$ cat src/hdl/sipf_pkg.sv
// ----------------------------------------------------------------------------
// sipf_pkg
// shared types and constants of the servo instruction packet framer
// ----------------------------------------------------------------------------
package sipf_pkg;

  // item kinds
  localparam logic KindStart = 1'b0;
  localparam logic KindParam = 1'b1;

  // header byte sent twice at the head of every packet
  localparam logic [7:0] HdrByte = 8'hff;

  // smallest length field that opens a frame with parameters
  localparam logic [7:0] MinOpenLen = 8'd3;

  // default depth of the command queue between front and back
  localparam int unsigned QueueDepthDef = 4;

  typedef struct packed {
    logic       kind;
    logic [7:0] servo_id;
    logic [7:0] length;
    logic [7:0] instruction;
    logic [7:0] param_byte;
  } sipf_in_t;

  typedef struct packed {
    logic [7:0] tx_byte;
    logic       last;
  } sipf_out_t;

  // one classified request handed from the front to the back
  typedef struct packed {
    logic       kind;      // start or parameter
    logic [7:0] byte0;     // servo id, or the parameter byte
    logic [7:0] byte1;     // length
    logic [7:0] byte2;     // instruction
    logic [7:0] chk;       // inverted running sum
    logic       with_chk;  // checksum closes this request
  } sipf_cmd_t;

endpackage

$ cat src/hdl/sipf_front.sv
// ----------------------------------------------------------------------------
// sipf_front
// accepts requests, tracks the open frame and the running sum, and queues
// one command for each request that produces bytes
// ----------------------------------------------------------------------------
module sipf_front (
  input  logic                clk_i,
  input  logic                rst_ni,
  input  logic                in_valid_i,
  output logic                in_stall_o,
  input  sipf_pkg::sipf_in_t  in_data_i,
  output logic                push_o,
  output sipf_pkg::sipf_cmd_t push_cmd_o,
  input  logic                full_i
);

  logic       frame_open_q, frame_open_d;
  logic [7:0] remaining_q, remaining_d;
  logic [7:0] sum_q, sum_d;
  logic       accept;
  logic [7:0] rem_dec;

  assign in_stall_o = full_i;
  assign accept     = in_valid_i && !full_i;
  assign rem_dec    = remaining_q - 8'd1;

  always_comb begin
    frame_open_d = frame_open_q;
    remaining_d  = remaining_q;
    sum_d        = sum_q;
    push_o       = 1'b0;
    push_cmd_o.kind     = in_data_i.kind;
    push_cmd_o.byte0    = in_data_i.servo_id;
    push_cmd_o.byte1    = in_data_i.length;
    push_cmd_o.byte2    = in_data_i.instruction;
    push_cmd_o.with_chk = 1'b0;
    if (accept) begin
      if (in_data_i.kind == sipf_pkg::KindStart) begin
        // a start abandons any open frame
        push_o = 1'b1;
        sum_d  = in_data_i.servo_id + in_data_i.length + in_data_i.instruction;
        if (in_data_i.length < sipf_pkg::MinOpenLen) begin
          push_cmd_o.with_chk = 1'b1;
          frame_open_d        = 1'b0;
          remaining_d         = 8'd0;
        end else begin
          frame_open_d = 1'b1;
          remaining_d  = in_data_i.length - 8'd2;
        end
      end else if (frame_open_q) begin
        push_o           = 1'b1;
        push_cmd_o.byte0 = in_data_i.param_byte;
        sum_d            = sum_q + in_data_i.param_byte;
        remaining_d      = rem_dec;
        if (rem_dec == 8'd0) begin
          push_cmd_o.with_chk = 1'b1;
          frame_open_d        = 1'b0;
        end
      end
      // stray parameter bytes fall through with no command
    end
    push_cmd_o.chk = ~sum_d;
  end

  always_ff @(posedge clk_i or negedge rst_ni) begin
    if (!rst_ni) begin
      frame_open_q <= 1'b0;
      remaining_q  <= 8'd0;
      sum_q        <= 8'd0;
    end else begin
      frame_open_q <= frame_open_d;
      remaining_q  <= remaining_d;
      sum_q        <= sum_d;
    end
  end

  // an open frame always still expects at least one parameter
  a_open_matches_count: assert property (@(posedge clk_i) disable iff (!rst_ni)
    frame_open_q == (remaining_q != 8'd0))
    else $error("frame open flag and parameter count disagree");

endmodule

$ cat src/hdl/sipf_queue.sv
// ----------------------------------------------------------------------------
// sipf_queue
// short command queue between front and back
// ----------------------------------------------------------------------------
module sipf_queue #(
  parameter int unsigned Depth = sipf_pkg::QueueDepthDef
) (
  input  logic                clk_i,
  input  logic                rst_ni,
  input  logic                push_i,
  input  sipf_pkg::sipf_cmd_t push_cmd_i,
  output logic                full_o,
  output logic                head_valid_o,
  output sipf_pkg::sipf_cmd_t head_cmd_o,
  input  logic                pop_i
);

  localparam int unsigned PtrW = (Depth > 1) ? $clog2(Depth) : 1;
  localparam int unsigned CntW = $clog2(Depth + 1);

  sipf_pkg::sipf_cmd_t mem_q [Depth];
  logic [PtrW-1:0] wr_ptr_q, rd_ptr_q;
  logic [CntW-1:0] cnt_q;
  logic            do_push, do_pop;

  function automatic logic [PtrW-1:0] ptr_inc(input logic [PtrW-1:0] p);
    return (p == PtrW'(Depth - 1)) ? '0 : p + PtrW'(1);
  endfunction

  assign full_o       = (cnt_q == CntW'(Depth));
  assign head_valid_o = (cnt_q != '0);
  assign head_cmd_o   = mem_q[rd_ptr_q];
  assign do_push      = push_i && !full_o;
  assign do_pop       = pop_i && head_valid_o;

  always_ff @(posedge clk_i) begin
    if (do_push) begin
      mem_q[wr_ptr_q] <= push_cmd_i;
    end
  end

  always_ff @(posedge clk_i or negedge rst_ni) begin
    if (!rst_ni) begin
      wr_ptr_q <= '0;
      rd_ptr_q <= '0;
      cnt_q    <= '0;
    end else begin
      if (do_push) wr_ptr_q <= ptr_inc(wr_ptr_q);
      if (do_pop)  rd_ptr_q <= ptr_inc(rd_ptr_q);
      if (do_push && !do_pop) begin
        cnt_q <= cnt_q + CntW'(1);
      end else if (do_pop && !do_push) begin
        cnt_q <= cnt_q - CntW'(1);
      end
    end
  end

  a_no_push_when_full: assert property (@(posedge clk_i) disable iff (!rst_ni)
    full_o |-> !push_i)
    else $error("command pushed into a full queue");

endmodule

$ cat src/hdl/sipf_back.sv
// ----------------------------------------------------------------------------
// sipf_back
// serializes each queued command into packet bytes through an output register
// ----------------------------------------------------------------------------
module sipf_back (
  input  logic                clk_i,
  input  logic                rst_ni,
  input  logic                head_valid_i,
  input  sipf_pkg::sipf_cmd_t head_cmd_i,
  output logic                pop_o,
  output logic                out_valid_o,
  input  logic                out_stall_i,
  output sipf_pkg::sipf_out_t out_data_o
);

  // byte positions within a start command
  localparam logic [2:0] BeatHdr0 = 3'd0;
  localparam logic [2:0] BeatHdr1 = 3'd1;
  localparam logic [2:0] BeatId   = 3'd2;
  localparam logic [2:0] BeatLen  = 3'd3;
  localparam logic [2:0] BeatIns  = 3'd4;
  localparam logic [2:0] BeatChk  = 3'd5;
  // byte positions within a parameter command
  localparam logic [2:0] BeatPar  = 3'd0;
  localparam logic [2:0] BeatPChk = 3'd1;

  logic [2:0]          beat_q, beat_d;
  logic                out_valid_q, out_valid_d;
  sipf_pkg::sipf_out_t out_q, out_d;
  logic                advance, emit, final_beat;

  assign advance = !out_valid_q || !out_stall_i;
  assign emit    = advance && head_valid_i;

  always_comb begin
    out_d.tx_byte = head_cmd_i.byte0;
    out_d.last    = 1'b0;
    final_beat    = 1'b0;
    if (head_cmd_i.kind == sipf_pkg::KindStart) begin
      case (beat_q)
        BeatHdr0: out_d.tx_byte = sipf_pkg::HdrByte;
        BeatHdr1: out_d.tx_byte = sipf_pkg::HdrByte;
        BeatId:   out_d.tx_byte = head_cmd_i.byte0;
        BeatLen:  out_d.tx_byte = head_cmd_i.byte1;
        BeatIns: begin
          out_d.tx_byte = head_cmd_i.byte2;
          final_beat    = !head_cmd_i.with_chk;
        end
        default: begin
          out_d.tx_byte = head_cmd_i.chk;
          out_d.last    = 1'b1;
          final_beat    = 1'b1;
        end
      endcase
    end else begin
      case (beat_q)
        BeatPar: begin
          out_d.tx_byte = head_cmd_i.byte0;
          final_beat    = !head_cmd_i.with_chk;
        end
        default: begin
          out_d.tx_byte = head_cmd_i.chk;
          out_d.last    = 1'b1;
          final_beat    = 1'b1;
        end
      endcase
    end
  end

  assign pop_o = emit && final_beat;

  always_comb begin
    beat_d      = beat_q;
    out_valid_d = out_valid_q;
    if (advance) begin
      out_valid_d = head_valid_i;
    end
    if (emit) begin
      beat_d = final_beat ? BeatHdr0 : beat_q + 3'd1;
    end
  end

  always_ff @(posedge clk_i) begin
    if (emit) begin
      out_q <= out_d;
    end
  end

  always_ff @(posedge clk_i or negedge rst_ni) begin
    if (!rst_ni) begin
      beat_q      <= BeatHdr0;
      out_valid_q <= 1'b0;
    end else begin
      beat_q      <= beat_d;
      out_valid_q <= out_valid_d;
    end
  end

  assign out_valid_o = out_valid_q;
  assign out_data_o  = out_q;

  // a command stays at the queue head until its final byte enters the output register
  a_mid_command_head: assert property (@(posedge clk_i) disable iff (!rst_ni)
    (beat_q != BeatHdr0) |-> head_valid_i)
    else $error("queue head lost in the middle of a command");

  // beat never runs past the checksum of a start or of a parameter
  a_beat_range: assert property (@(posedge clk_i) disable iff (!rst_ni)
    head_valid_i |-> ((head_cmd_i.kind == sipf_pkg::KindStart) ? (beat_q <= BeatChk)
                                                               : (beat_q <= BeatPChk)))
    else $error("beat position out of range");

endmodule

$ cat src/hdl/servo_instruction_packet_framer.sv
// ----------------------------------------------------------------------------
// servo_instruction_packet_framer
// builds servo bus instruction packets as a transmit byte stream
// ----------------------------------------------------------------------------
// A start request emits 0xFF 0xFF, id, length and instruction, and opens a
// frame expecting length - 2 parameter requests; with length below 3 the
// inverted checksum follows at once. Each parameter request in an open frame
// emits its byte, and the last one is followed by the checksum byte, marked
// last. Parameter requests with no open frame are dropped. Input requests are
// taken one per cycle while the command queue (QueueDepth entries) has room;
// the output side sends one byte per cycle while out_stall_i is low, and a
// start request yields 5 or 6 bytes and a parameter request 1 or 2. The
// output serializer sets the sustained rate, and the queue lets the input keep
// flowing while the output is stalled. No clearing pass after reset.
// ----------------------------------------------------------------------------
module servo_instruction_packet_framer #(
  parameter int unsigned QueueDepth = sipf_pkg::QueueDepthDef
) (
  input  logic                clk_i,
  input  logic                rst_ni,
  // input requests
  input  logic                in_valid_i,
  output logic                in_stall_o,
  input  sipf_pkg::sipf_in_t  in_data_i,
  // transmit bytes
  output logic                out_valid_o,
  input  logic                out_stall_i,
  output sipf_pkg::sipf_out_t out_data_o
);

  // front to queue
  logic                push;
  sipf_pkg::sipf_cmd_t push_cmd;
  logic                full;
  // queue to back
  logic                head_valid;
  sipf_pkg::sipf_cmd_t head_cmd;
  logic                pop;

  // front: frame tracking and checksum
  sipf_front u_front (
    .clk_i      (clk_i),
    .rst_ni     (rst_ni),
    .in_valid_i (in_valid_i),
    .in_stall_o (in_stall_o),
    .in_data_i  (in_data_i),
    .push_o     (push),
    .push_cmd_o (push_cmd),
    .full_i     (full)
  );

  // decoupling queue
  sipf_queue #(
    .Depth (QueueDepth)
  ) u_queue (
    .clk_i        (clk_i),
    .rst_ni       (rst_ni),
    .push_i       (push),
    .push_cmd_i   (push_cmd),
    .full_o       (full),
    .head_valid_o (head_valid),
    .head_cmd_o   (head_cmd),
    .pop_i        (pop)
  );

  // back: byte serializer with output register
  sipf_back u_back (
    .clk_i        (clk_i),
    .rst_ni       (rst_ni),
    .head_valid_i (head_valid),
    .head_cmd_i   (head_cmd),
    .pop_o        (pop),
    .out_valid_o  (out_valid_o),
    .out_stall_i  (out_stall_i),
    .out_data_o   (out_data_o)
  );

endmodule

$ cat config.mk
export PLATFORM = sky130hd
export DESIGN_NAME = servo_instruction_packet_framer
export DESIGN_NICKNAME = d
export VERILOG_FILES = /design/src/hdl/sipf_pkg.sv /design/src/hdl/sipf_front.sv /design/src/hdl/sipf_queue.sv /design/src/hdl/sipf_back.sv /design/src/hdl/servo_instruction_packet_framer.sv
export SDC_FILE = /design/constraint.sdc
export NUM_CORES = 1
export LEC_CHECK = 0
export ABC_CLOCK_PERIOD_IN_PS = 4000
export BUFFER_PORTS_ARGS = -buffer_cell sky130_fd_sc_hd__buf_2
export CAP_MARGIN = 5
export CORE_ASPECT_RATIO = 0.8
export CORE_UTILIZATION = 50
export CTS_BUF_LIST = sky130_fd_sc_hd__clkbuf_4
export CTS_CLUSTER_DIAMETER = 100
export DETAILED_ROUTE_END_ITERATION = 6
export PLACE_DENSITY_LB_ADDON = 0.25
export SLEW_MARGIN = 25
export SYNTH_ARGS = -nofsm -noshare
export SYNTH_HDL_FRONTEND = slang
export SYNTH_SLANG_ARGS = --single-unit
$ cat constraint.sdc
create_clock -name clk_i -period 4 [get_ports clk_i]
set_input_delay 0.6 -clock clk_i [delete_from_list [all_inputs] [get_ports clk_i]]
set_output_delay 0.6 -clock clk_i [all_outputs]
set_load 0.005 [all_outputs]
Yosys cells after proc, flatten, opt, wreduce, memory -nomap -nowiden
Memory sizes are Yosys's and may differ from the RTL's.
Index checks and enable logic that the tools add are counted.
{ "op_classes": {"n_addsub": 10, "n_lt_le_gt_ge": 1, "eq_ne": 8, "n_mux": 36, "bitwise": 1, "reduce_logical": 22} }
{ "op_table": {"columns": ["op", "n"], "rows": [
  ["2-to-1 mux 8 bit", 10],
  ["case mux 8 bit (4 select lines)", 1],
  ["adder 8 bit", 3],
  ["2-to-1 mux 1 bit", 18],
  ["2-to-1 mux 3 bit", 3],
  ["2-to-1 mux 9 bit", 1],
  ["zero test 8 bit", 1],
  ["< comparator 8 x 2 -> 1 bit, second input constant", 1],
  ["inverter 8 bit", 1],
  ["subtractor 8 x 1 -> 8 bit, second input constant", 1],
  ["subtractor 8 x 2 -> 8 bit, second input constant", 1],
  ["logical AND 1 bit", 7],
  ["adder 3 x 1 -> 3 bit, second input constant", 2],
  ["equality test 3 x 2 -> 1 bit, second input constant", 2],
  ["equality test 3 bit, second input constant", 2],
  ["zero test 1 bit", 6],
  ["OR reduction 5 bit", 1],
  ["adder 2 x 1 -> 2 bit, second input constant", 2],
  ["equality test 2 bit, second input constant", 2],
  ["2-to-1 mux 2 bit", 2],
  ["OR reduction 4 bit", 1],
  ["equality test 3 x 1 -> 1 bit, second input constant", 1],
  ["zero test 3 bit", 1],
  ["nonzero test 3 bit", 1],
  ["other kinds (7)", 7]
]} }
{ "word_totals": {"reg_bits": 37, "mem_bits_rw": 136, "inputBits": 37, "output_inout_bits": 11, "mem_count": 1} }
{ "mem_list": {"columns": ["name", "words", "word_bits", "read_ports", "rd_ports_with_merged_regs", "write_ports", "line", "rtl"], "rows": [
  ["u_queue.mem_q", 4, 34, 1, 0, 1, "sipf_queue.sv:21", "sipf_pkg::sipf_cmd_t mem_q [Depth];"]
]} }

Depth between registers and ports, before layout
Gate-level depths: netlist of the first run.
{ "depth": {"ltp_word": 9, "mapped_depth": 11, "ltp_nobuf": 11} }

By module
Synthesis of the first run repeated with hierarchy kept, for this count alone.
{ "unflattened": {"cells_unflattened": 585, "area_unflattened_um2": 8490.6} }
{ "modules_own_cells": {"columns": ["module", "instances", "cells_each", "area_per_inst_um2"], "rows": [
  ["sipf_queue", 1, 215, 5415.2],
  ["sipf_front", 1, 260, 2100.8],
  ["sipf_back", 1, 110, 974.7]
]} }

Least setup slack after synthesis of the first run
Ideal clock, no wire load.
{ "synth_timing": {"path_type": "input -> register", "from": "in in_data_i[9] (netlist bit)", "to": "mem u_queue.mem_q[0][6] (netlist bit), data pin", "t_arrival_ps": 2415, "required_ps": 3724, "setup_slack_ps": 1309, "path_stages": 9, "cell_sequence": "fa_1 > ha_1 > inv_1 > fa_1 > nor2b_1 > o21ai_0 > a21bo_2 > a21oi_1 > o31ai_1"} }
{ "synth_lines": {"columns": ["item", "line", "rtl"], "rows": [
  ["start, declared", "servo_instruction_packet_framer.sv:24", "input sipf_pkg::sipf_in_t in_data_i,"],
  ["end, declared", "sipf_queue.sv:21", null]
]} }

Worst setup path in the final report of the first run
{ "layout_timing": {"from": "reg u_front.frame_open_q", "to": "reg u_queue.cnt_q[2]"} }
{ "layout_between": {"elab_chain_len": 7, "elab_cells_between_ends": 9, "classes_between": "mux (4); reduce/logical (5)"} }
{ "layout_lines": {"columns": ["item", "line", "rtl"], "rows": [
  ["start, declared", "sipf_front.sv:17", "logic frame_open_q, frame_open_d;"],
  ["start signal, assigned", "sipf_front.sv:71", "frame_open_q <= frame_open_d;"],
  ["2-to-1 mux 1 bit (*)", "sipf_front.sv:50", "end else if (frame_open_q) begin"],
  ["2-to-1 mux 1 bit (*)", "sipf_front.sv:38", "if (in_data_i.kind == sipf_pkg::KindStart) begin"],
  ["2-to-1 mux 1 bit (*)", "sipf_front.sv:37", "if (accept) begin"],
  ["logical AND 1 bit (*)", "sipf_queue.sv:33", "assign do_push = push_i && !full_o;"],
  ["zero test 1 bit", "sipf_queue.sv:52", "end else if (do_pop && !do_push) begin"],
  ["logical AND 1 bit", "sipf_queue.sv:52", null],
  ["nonzero test 2 bit (no line)", null, null],
  ["end signal, assigned", "sipf_queue.sv:51", "cnt_q <= cnt_q + CntW'(1);"],
  ["end signal, assigned", "sipf_queue.sv:53", "cnt_q <= cnt_q - CntW'(1);"],
  ["end, declared", "sipf_queue.sv:23", "logic [CntW-1:0] cnt_q;"]
]} }
Every way passes the cells marked *; elsewhere a longest branch is shown, timed or not.
A chain may end at the register's enable or synchronous reset.

==> out/qor.txt, run 1 <==
status -> finished, final reports clean
PortBufs -> 47
H-tree Lvls -> 4
Multi-input gate area -> 0.00288 sq mm
Final Hold Fails -> 0
antenna cells -> 0
R2R Setup Slk -> 1.19 ns
RSZ-0062 raised after global routing -> false
setup_tns -> 0 ns
remaining antenna violation count -> 0
DR pass1 iterations -> 5
Synth Flop Type -> edfxtp_1
slowest CP cell -> dfrtp_1
standard-cell rows -> 41
maximum clock insertion buffer count -> 2
PwrDens -> 709 mW/mm^2
number of DRC markers in iteration 0 -> 461
Initial Util -> 0.513
nets -> 663
sequential share of the synthesized area -> 0.623
Synth Area per Inst -> 15.2 sq um
CTS tree -> yes
Cell Chain, Critical Path -> nand2b_1 > nand3_1 > inv_1 > ha_1 > inv_1 > fa_1 > xor2_1 > nor2_1 > xor2_1
DR vias -> 4923
Reg clk slew, reported paths -> 0.15 ns
cts bufs inserted -> 17
final setup skew -> 0.0144 ns
Routed WL per cell -> 22.6 microns
Synth Cell Area -> 0.00811 sq mm
crit-path max FO -> 16
Filler Cell Count -> 1301
largest net degree at the start of global routing -> 36
worst hold-check path type -> input port to async pin
WL final -> 18.5 mm
Worst Setup End Kind -> register
Cell variety after synth -> 61
Layout area overhead -> 10.1%
Reg area -> 0.00506 sq mm
Post-synth EDFFs -> 145
Syn Inst Count -> 534
global-route usage over all layers -> 0.240
post-CTS setup buffer count -> 0
Worst path max stage delay -> 0.57 ns
share of layout cells above drive strength 1 -> 0.222
Synthesis Warnings -> 0
Async SR Flop Fraction -> 0.162
reg-to-reg critical path endpoint -> u_queue.cnt_q[2]
CTS sink count -> 173
post_cts resized -> 0
Hold Buf Count CTS -> 0
maximum VDD drop -> 293 uV
Via density -> 6.02
minimum clock period -> 2.81 ns
initial antenna violation count -> 0
worst-margin pin slew -> 1.00 ns
#FFs+latches synth -> 173
Data required, critical path -> 4.50 ns
Slew Limit Headroom -> 0.329
Die Area -> 0.0167 sq mm
final-report max-slew violation count -> 0
Clock Tree Root -> clkbuf_4
gpl congestion -> 0.858
Fmax achieved -> 356 MHz
origin of the critical flop-to-flop path -> u_front.frame_open_q
cells on worst reg2reg path -> 9
IO Count -> 48
Worst Setup Start Kind -> register
Die X-Extent -> 144 microns
period utilization -> 0.702
CP Class -> register to register
vias in the first global route -> 4829
clock insertion delay at the later pin of the skew report -> 0.56 ns
first-pass GRT wire length -> 28.2 mm
# Max-Cap Violations -> 0
Post-route DRC -> 0
Die Span Y -> 116 microns
Post-Syn Nets -> 607
Pleak -> 3.22 nW
grt total ovfl -> 0
final setup vio count -> 0
hold_ws -> 0.0861 ns
data arrival time of the worst path -> 3.31 ns
post-DP HPWL -> 12.6 mm
Core ar. -> 0.0158 sq mm
-- area by class of cell --
type / instances / share of cell area
flip-flops and latches: 173 / 0.566
well taps: 215 / 0.0301
multi-input cells: 319 / 0.323
clock inverters: 14 / 0.0214
repair buffers: 58 / 0.0356
clock buffers: 18 / 0.0151
inverters: 21 / 0.00883
-- synth_stat cells, types with 3 or more instances --
master,instances,share of area
nor3b_1,3,0.0028
a32oi_1,8,0.0086
nor3_1,8,0.0049
inv_1,21,0.0097
xor2_1,10,0.011
o31ai_1,5,0.0046
a211oi_1,4,0.0037
a22oi_1,16,0.015
o22ai_1,6,0.0046
xnor2_1,8,0.0086
a21o_1,5,0.0046
fa_1,10,0.025
a31oi_1,3,0.0023
buf_2,7,0.0043
a21oi_1,19,0.012
ha_1,26,0.040
o21ai_0,18,0.011
mux4_2,34,0.094
o31a_1,3,0.0032
clkbuf_1,11,0.0051
o221a_2,3,0.0042
edfxtp_1,145,0.54
nor2_1,21,0.0097
nor2b_1,6,0.0046
mux2i_1,11,0.014
nand2_1,41,0.019
nor4_1,3,0.0023
o21a_1,3,0.0028
and3_1,4,0.0031
dfrtp_1,28,0.086
nand3_1,4,0.0025
-- per-layer routing --
metal | wire length (microns) | global-route usage | vias to the layer above | share of wire
li1 | - | - | 2217 | -
met1 | 8840 | 0.370 | 2518 | 0.48
met2 | 8280 | 0.342 | 178 | 0.45
met3 | 1260 | 0.0562 | 10 | 0.068
met4 | 137 | 0.0639 | 0 | 0.0074
met5 | 0 | 0 | - | 0
-- where the power goes --
part	switching, mW	internal [mW]
Combinational	1.42	1.04
Sequential	0.231	2.51
Clock	0.624	0.507
-- registers in the layout, summed over array words and instances, names as in the netlist, named ones only --
signal	flops
u_queue.cnt_q	3
u_queue.mem_q	136
u_back.out_valid_o	1
u_queue.wr_ptr_q	2
u_queue.rd_ptr_q	2
u_back.out_data_o	9
u_front.sum_q	6
u_front.remaining_q	8
u_front.frame_open_q	1
u_back.beat_q	3
-- cell families (layout without fill, tap and decap cells) --
kind of cell,count (synthesis),in the layout,share of synthesized area
DFF,173,173,0.623
AOI/OAI and AO/OA,110,110,0.0946
and+or+nand+nor,106,106,0.0628
muxes,48,48,0.112
buffers and inverters,42,111,0.0214
adders and majority gates,37,37,0.0662
xor gates and xnor gates,18,18,0.0194
-- placed cells by master, fill, tap and decap left out, drive strengths merged, types with 4 or more instances in the layout --
master  count
bufinv      4
a21o        5
o22ai       7
clkbuf     18
mux2i      11
and3        4
nor2       21
o21ai      20
nand3       4
nand2      42
a21oi      20
inv        24
buf        58
mux4       34
edfxtp    145
ha         26
xor2       10
a22oi      16
nor3        8
a32oi       8
a211oi      4
o31ai       5
nor2b       6
fa         10
dfrtp      28
xnor2       8
clkinv      5
-- critical path: cells and delay by family (launching register included) --
family        cells  cell delay, ns
fa+ha+maj         2            0.59
xor+xnor          2            0.30
flops             1            0.57
simple gates      3            0.94
buf+inv           2            0.32
-- stage by stage --
| step | area (sq um) | utilization | std cells | power, mW | setup WS (ns) |
|---|---|---|---|---|---|
| final | 8930 | 0.565 | 818 | 6.33 | 1.19 |
| after global routing | 8930 | 0.565 | 818 | 6.70 | 1.03 |
| after CTS | 8930 | 0.565 | 818 | 6.34 | 1.22 |
| after detailed placement | 8600 | 0.544 | 786 | 5.22 | 0.964 |
| after global placement | 8600 | 0.544 | 786 | 5.15 | 1.02 |
| after floorplan | 8110 | - | 534 | 4.48 | 1.31 |
-- worst max-delay path by stage --
stage / start / endpoint / slack (ns)
floorplan: in_data_i[9] / u_queue.mem_q[0][6] / 1.31
global placement: in_data_i[9] / u_queue.mem_q[0][6] / 1.02
detailed placement: in_data_i[9] / u_queue.mem_q[3][6] / 0.96
CTS: u_queue.rd_ptr_q[0] / u_queue.cnt_q[2] / 1.22
global route: u_front.frame_open_q / u_queue.cnt_q[2] / 1.03
finish: u_front.frame_open_q / u_queue.cnt_q[2] / 1.19
No activity file was read; power rests on OpenSTA's default activity.
==> run 2: changes to the inputs <==
- ABC_CLOCK_PERIOD_IN_PS: 4000 -> 2650
- clock period: 4 -> 2.65 ns (I/O delays scaled with it)
==> run 2 against run 1 <==
- largest power group unchanged
- combinational power increased by 58%
- clock power increased by 50%
- cell area grew 2.1%
- largest cell class unchanged
- highest routed layer unchanged
- critical path type unchanged
- first-iteration DRC count grew 7.8%
==> out/qor.txt, run 2 (synthesized netlist as in run 1, its figures left out) <==
Fmax achieved -> 392 MHz
WL final -> 18.6 mm
Util after Layout -> 0.577
cell area after layout -> 0.00911 sq mm
global-route usage over all layers -> 0.243
Clock power frac -> 0.174
most common cell after layout, fill and taps aside -> edfxtp_1
H-tree Lvls -> 4
Routed WL per cell -> 22.1 microns
Via density -> 5.96
max reg flops -> 136
Initial Util -> 0.513
CP Class -> register to register
first-pass GRT wire length -> 28.6 mm
setup ws final -> 0.102 ns
Worst Setup End Kind -> register
combinational fraction of design power -> 0.399
status -> finished, final reports clean
CTS tree -> yes
Die Span Y -> 116 microns
Flop pwr share -> 0.427
antenna cells -> 0
maximum VDD drop -> 457 uV
hold_ws -> 0.0551 ns
Post-Layout Cell Count -> 842
crit-path max FO -> 4
remaining antenna violation count -> 0
standard-cell rows -> 41
Reg clk slew, reported paths -> 0.13 ns
DR vias -> 5019
grt total ovfl -> 0
Slew Limit Headroom -> 0.472
CTS sink count -> 173
Layout area overhead -> 12.4%
Data required, critical path -> 3.07 ns
Die X-Extent -> 144 microns
data arrival time of the worst path -> 2.97 ns
Placed Area -> 0.00877 sq mm
cts bufs inserted -> 17
PortBufs -> 47
maximum clock insertion buffer count -> 2
worst hold-check path type -> input port to register
P_int -> 6.24 mW
post-DP HPWL -> 12.8 mm
Post-route DRC -> 0
Core ar. -> 0.0158 sq mm
Die Area -> 0.0167 sq mm
gpl congestion -> 0.853
DR pass1 iterations -> 5
Final Hold Fails -> 0
Reg area -> 0.00506 sq mm
nets -> 687
worst-margin pin slew -> 0.791 ns
number of DRC markers in iteration 0 -> 497
Place WS -> -0.168 ns
Worst Setup Start Kind -> register
vias in the first global route -> 4967
Largest Register -> u_queue.mem_q
PwrDens -> 1060 mW/mm^2
IO Count -> 48
Multi-input gate area -> 0.00289 sq mm
Clock Tree Root -> clkbuf_4
Filler Cell Count -> 1329
minimum clock period -> 2.55 ns
NetSw -> 3.43 mW
switching fraction of total power -> 0.355
commonest cells after routing, fill and taps aside -> edfxtp_1, buf_2, nand2_1
setup_tns -> 0 ns
final setup skew -> 0.0191 ns
final-report max-slew violation count -> 0
period utilization -> 0.962
Pleak -> 3.33 nW
largest net degree at the start of global routing -> 35
final setup vio count -> 0
share of layout cells above drive strength 1 -> 0.250
clock insertion delay at the later pin of the skew report -> 0.56 ns
initial antenna violation count -> 0
dpl cells -> 808
Pwr Total -> 9.68 mW
# Max-Cap Violations -> 0
==> run 2: cell count changes in the layout (fill, tap and decap cells not counted), sizes merged <==
cell	previous run	this run
buf	58	81
dlygate4sd3	0	1
==> run 2: final cells by class <==
type                    count  area share
well taps                 215      0.0295
clock inverters            14      0.0207
flip-flops and latches    173       0.555
repair buffers             82      0.0549
clock buffers              18      0.0148
multi-input cells         319       0.317
inverters                  21     0.00865
==> run 2: path summary, 6_finish.rpt <==
kind,from,to,slack (ns),cells past startpoint
min reg2reg,u_back.out_valid_o,u_back.out_valid_o,0.51,2
min in group asynchronous,rst_ni,u_back.beat_q[2],0.45,2
max,u_front.remaining_q[0],u_queue.mem_q[2][0],0.10,7
min,out_stall_i,u_back.out_valid_o,0.06,3
max reg2reg,u_front.remaining_q[0],u_queue.mem_q[2][0],0.10,7
max in group asynchronous,rst_ni,u_queue.rd_ptr_q[0],1.66,2
==> run 2: layer usage <==
metal	up-vias	wire (microns)	track usage
li1	2259	-	-
met1	2538	8540	0.361
met2	203	8560	0.370
met3	19	1270	0.0479
met4	0	221	0.0582
met5	-	0	0
==> run 2: repair_timing <==
action / in CTS / in global routing
endpoints found under the hold margin: 28 / 0
hold buffers: 1 / 0
gates resized for setup: 0 / 1
buffers inserted: 0 / 1
endpoints found under the setup margin: 0 / 1
==> run 2: power groups by stage <==
stage	combinational (mW)	clock, mW	sequential [mW]
floorplan	2.69	0	4.07
global placement	3.73	0	4.14
detailed placement	3.80	0	4.19
CTS	3.84	1.71	4.13
global route	4.21	1.82	4.20
finish	3.86	1.69	4.13
==> run 2: worst max-delay path, stage by stage, from the launching register on <==
cell     delay [ns]
dfrtp_1        0.44
inv_1          0.11
ha_1           0.22
or3b_1         0.43
o31a_1         0.28
o31a_1         0.34
nor3_1         0.39
buf_4          0.20
==> run 3: changes to the inputs <==
- CORE_UTILIZATION: 50 -> 38
==> run 3 against run 2 <==
- the run now ends with design-rule violations left
- non-clock buffer count rose by 8
- sequential share of layout area decreased by 0.48 points
- register-to-register slack is essentially flat
- critical path depth is 2 higher
- power shrank 1.5%
- sequential cell count did not move
- clock power fell by 13%
- first-iteration DRC count fell by 7.4%
- critical endpoint is now u_queue.cnt_q[2]
- largest power group unchanged
==> out/qor.txt, run 3 (synthesized netlist as in run 1, its figures left out) <==
commonest cells after routing, fill and taps aside -> edfxtp_1, buf_2, nand2_1, buf_4, mux4_2
cts bufs inserted -> 17
global-route usage over all layers -> 0.194
Util after Layout -> 0.442
most common cell after layout, fill and taps aside -> edfxtp_1
Placed Area -> 0.00888 sq mm
Largest Register -> u_queue.mem_q
IO Count -> 48
remaining antenna violation count -> 0
Worst Setup Start Kind -> register
PwrDens -> 1040 mW/mm^2
Slew Limit Headroom -> 0.495
max reg flops -> 136
maximum VDD drop -> 536 uV
cell area after layout -> 0.00919 sq mm
standard-cell rows -> 47
Reg clk slew, reported paths -> 0.16 ns
Core ar. -> 0.0208 sq mm
share of layout cells above drive strength 1 -> 0.260
final-report max-slew violation count -> 0
DR vias -> 5116
grt total ovfl -> 0
Data required, critical path -> 3.15 ns
clock insertion delay at the later pin of the skew report -> 0.57 ns
vias in the first global route -> 5071
Final Hold Fails -> 0
status -> complete, but fails checks
Place WS -> -0.196 ns
Routed WL per cell -> 22.1 microns
PortBufs -> 47
final setup vio count -> 0
# Max-Cap Violations -> 0
CTS sink count -> 173
WL final -> 20.0 mm
Die Span Y -> 133 microns
worst hold-check path type -> input port to register
gpl congestion -> 0.848
period utilization -> 0.966
Layout area overhead -> 13.4%
maximum clock insertion buffer count -> 2
number of DRC markers in iteration 0 -> 460
origin of the critical flop-to-flop path -> u_queue.rd_ptr_q[0]
first-pass GRT wire length -> 30.4 mm
Die Area -> 0.0219 sq mm
Clock Tree Root -> clkbuf_4
Setup crit start -> u_queue.rd_ptr_q[0]
CP Class -> register to register
Initial Util -> 0.390
post-DP HPWL -> 14.3 mm
Die X-Extent -> 165 microns
Filler Cell Count -> 1893
DR pass1 iterations -> 7
crit-path max FO -> 6
final setup skew -> 0.0309 ns
setup ws final -> 0.0891 ns
Worst Setup End Kind -> register
failing checks -> design-rule violations
CTS tree -> yes
nets -> 695
hold_sp -> in_data_i[9]
worst-margin pin slew -> 0.758 ns
Pleak -> 3.34 nW
minimum clock period -> 2.56 ns
Fmax achieved -> 390 MHz
largest net degree at the start of global routing -> 30
Pwr Total -> 9.53 mW
initial antenna violation count -> 1
Post-route DRC -> 2
H-tree Lvls -> 4
data arrival time of the worst path -> 3.06 ns
Via density -> 5.65
==> run 3: stage by stage <==
stage | TNS (ns) | cells | hold slack (ns)
finish | 0 | 905 | 0.0798
global route | -0.00150 | 905 | 0.0450
CTS | 0 | 902 | 0.0481
detailed placement | -1.69 | 868 | 0.487
global placement | -1.12 | 868 | 0.471
floorplan | 0 | 534 | 0.102
==> run 3: metal layers <==
metal,routed length (microns),vias to the layer above,track usage,part of all wire
met5,0,-,0,0
met4,244,0,0.0434,0.012
li1,-,2272,-,-
met3,1280,26,0.0414,0.064
met1,9570,2618,0.293,0.48
met2,8950,200,0.285,0.45
==> run 3: path summary, 6_finish.rpt <==
check                      depth (start not counted)  slack [ns]                   end
min reg2reg                                        2        0.51    u_back.out_valid_o
max in group asynchronous                          2        1.72   u_queue.rd_ptr_q[0]
max                                                9        0.09      u_queue.cnt_q[2]
min in group asynchronous                          2        0.41      u_back.beat_q[0]
min                                                1        0.08  u_queue.mem_q[1][10]
max reg2reg                                        9        0.09      u_queue.cnt_q[2]
==> run 3: critical path: stages (launching register included) <==
cell and delay, ns:
dfrtp_2 0.47, mux4_2 0.54, maj3_2 0.34, nand2_2 0.11, ha_1 0.19, inv_1 0.06, fa_1 0.37, xor2_1 0.15
nor2_1 0.13, xor2_1 0.16
==> run 3: power by group <==
group	internal [mW]	total (mW)	switching, mW
Combinational	1.71	3.92	2.21
Sequential	3.79	4.14	0.351
Clock	0.494	1.47	0.976
Total	5.99	9.53	3.54
==> run 3: area by class of cell <==
class                           instances  area [sq um]  area share
Sequential cell                       173          5060       0.550
Multi-Input combinational cell        319          2890       0.314
Tap cell                              269           337      0.0366
Inverter                               21          78.8     0.00857
Clock buffer                           18           135      0.0147
Clock inverter                         14           136      0.0148
Antenna cell                            1          2.50    0.000272
Timing Repair Buffer                   90           563      0.0612
==> run 3: timing repair <==
item                       4_1_cts  5_1_grt
setup endpoints to repair        0        5
resized for setup                0        1
hold endpoints to repair        29        0
hold buffers                     2        0
buffers inserted                 0        2
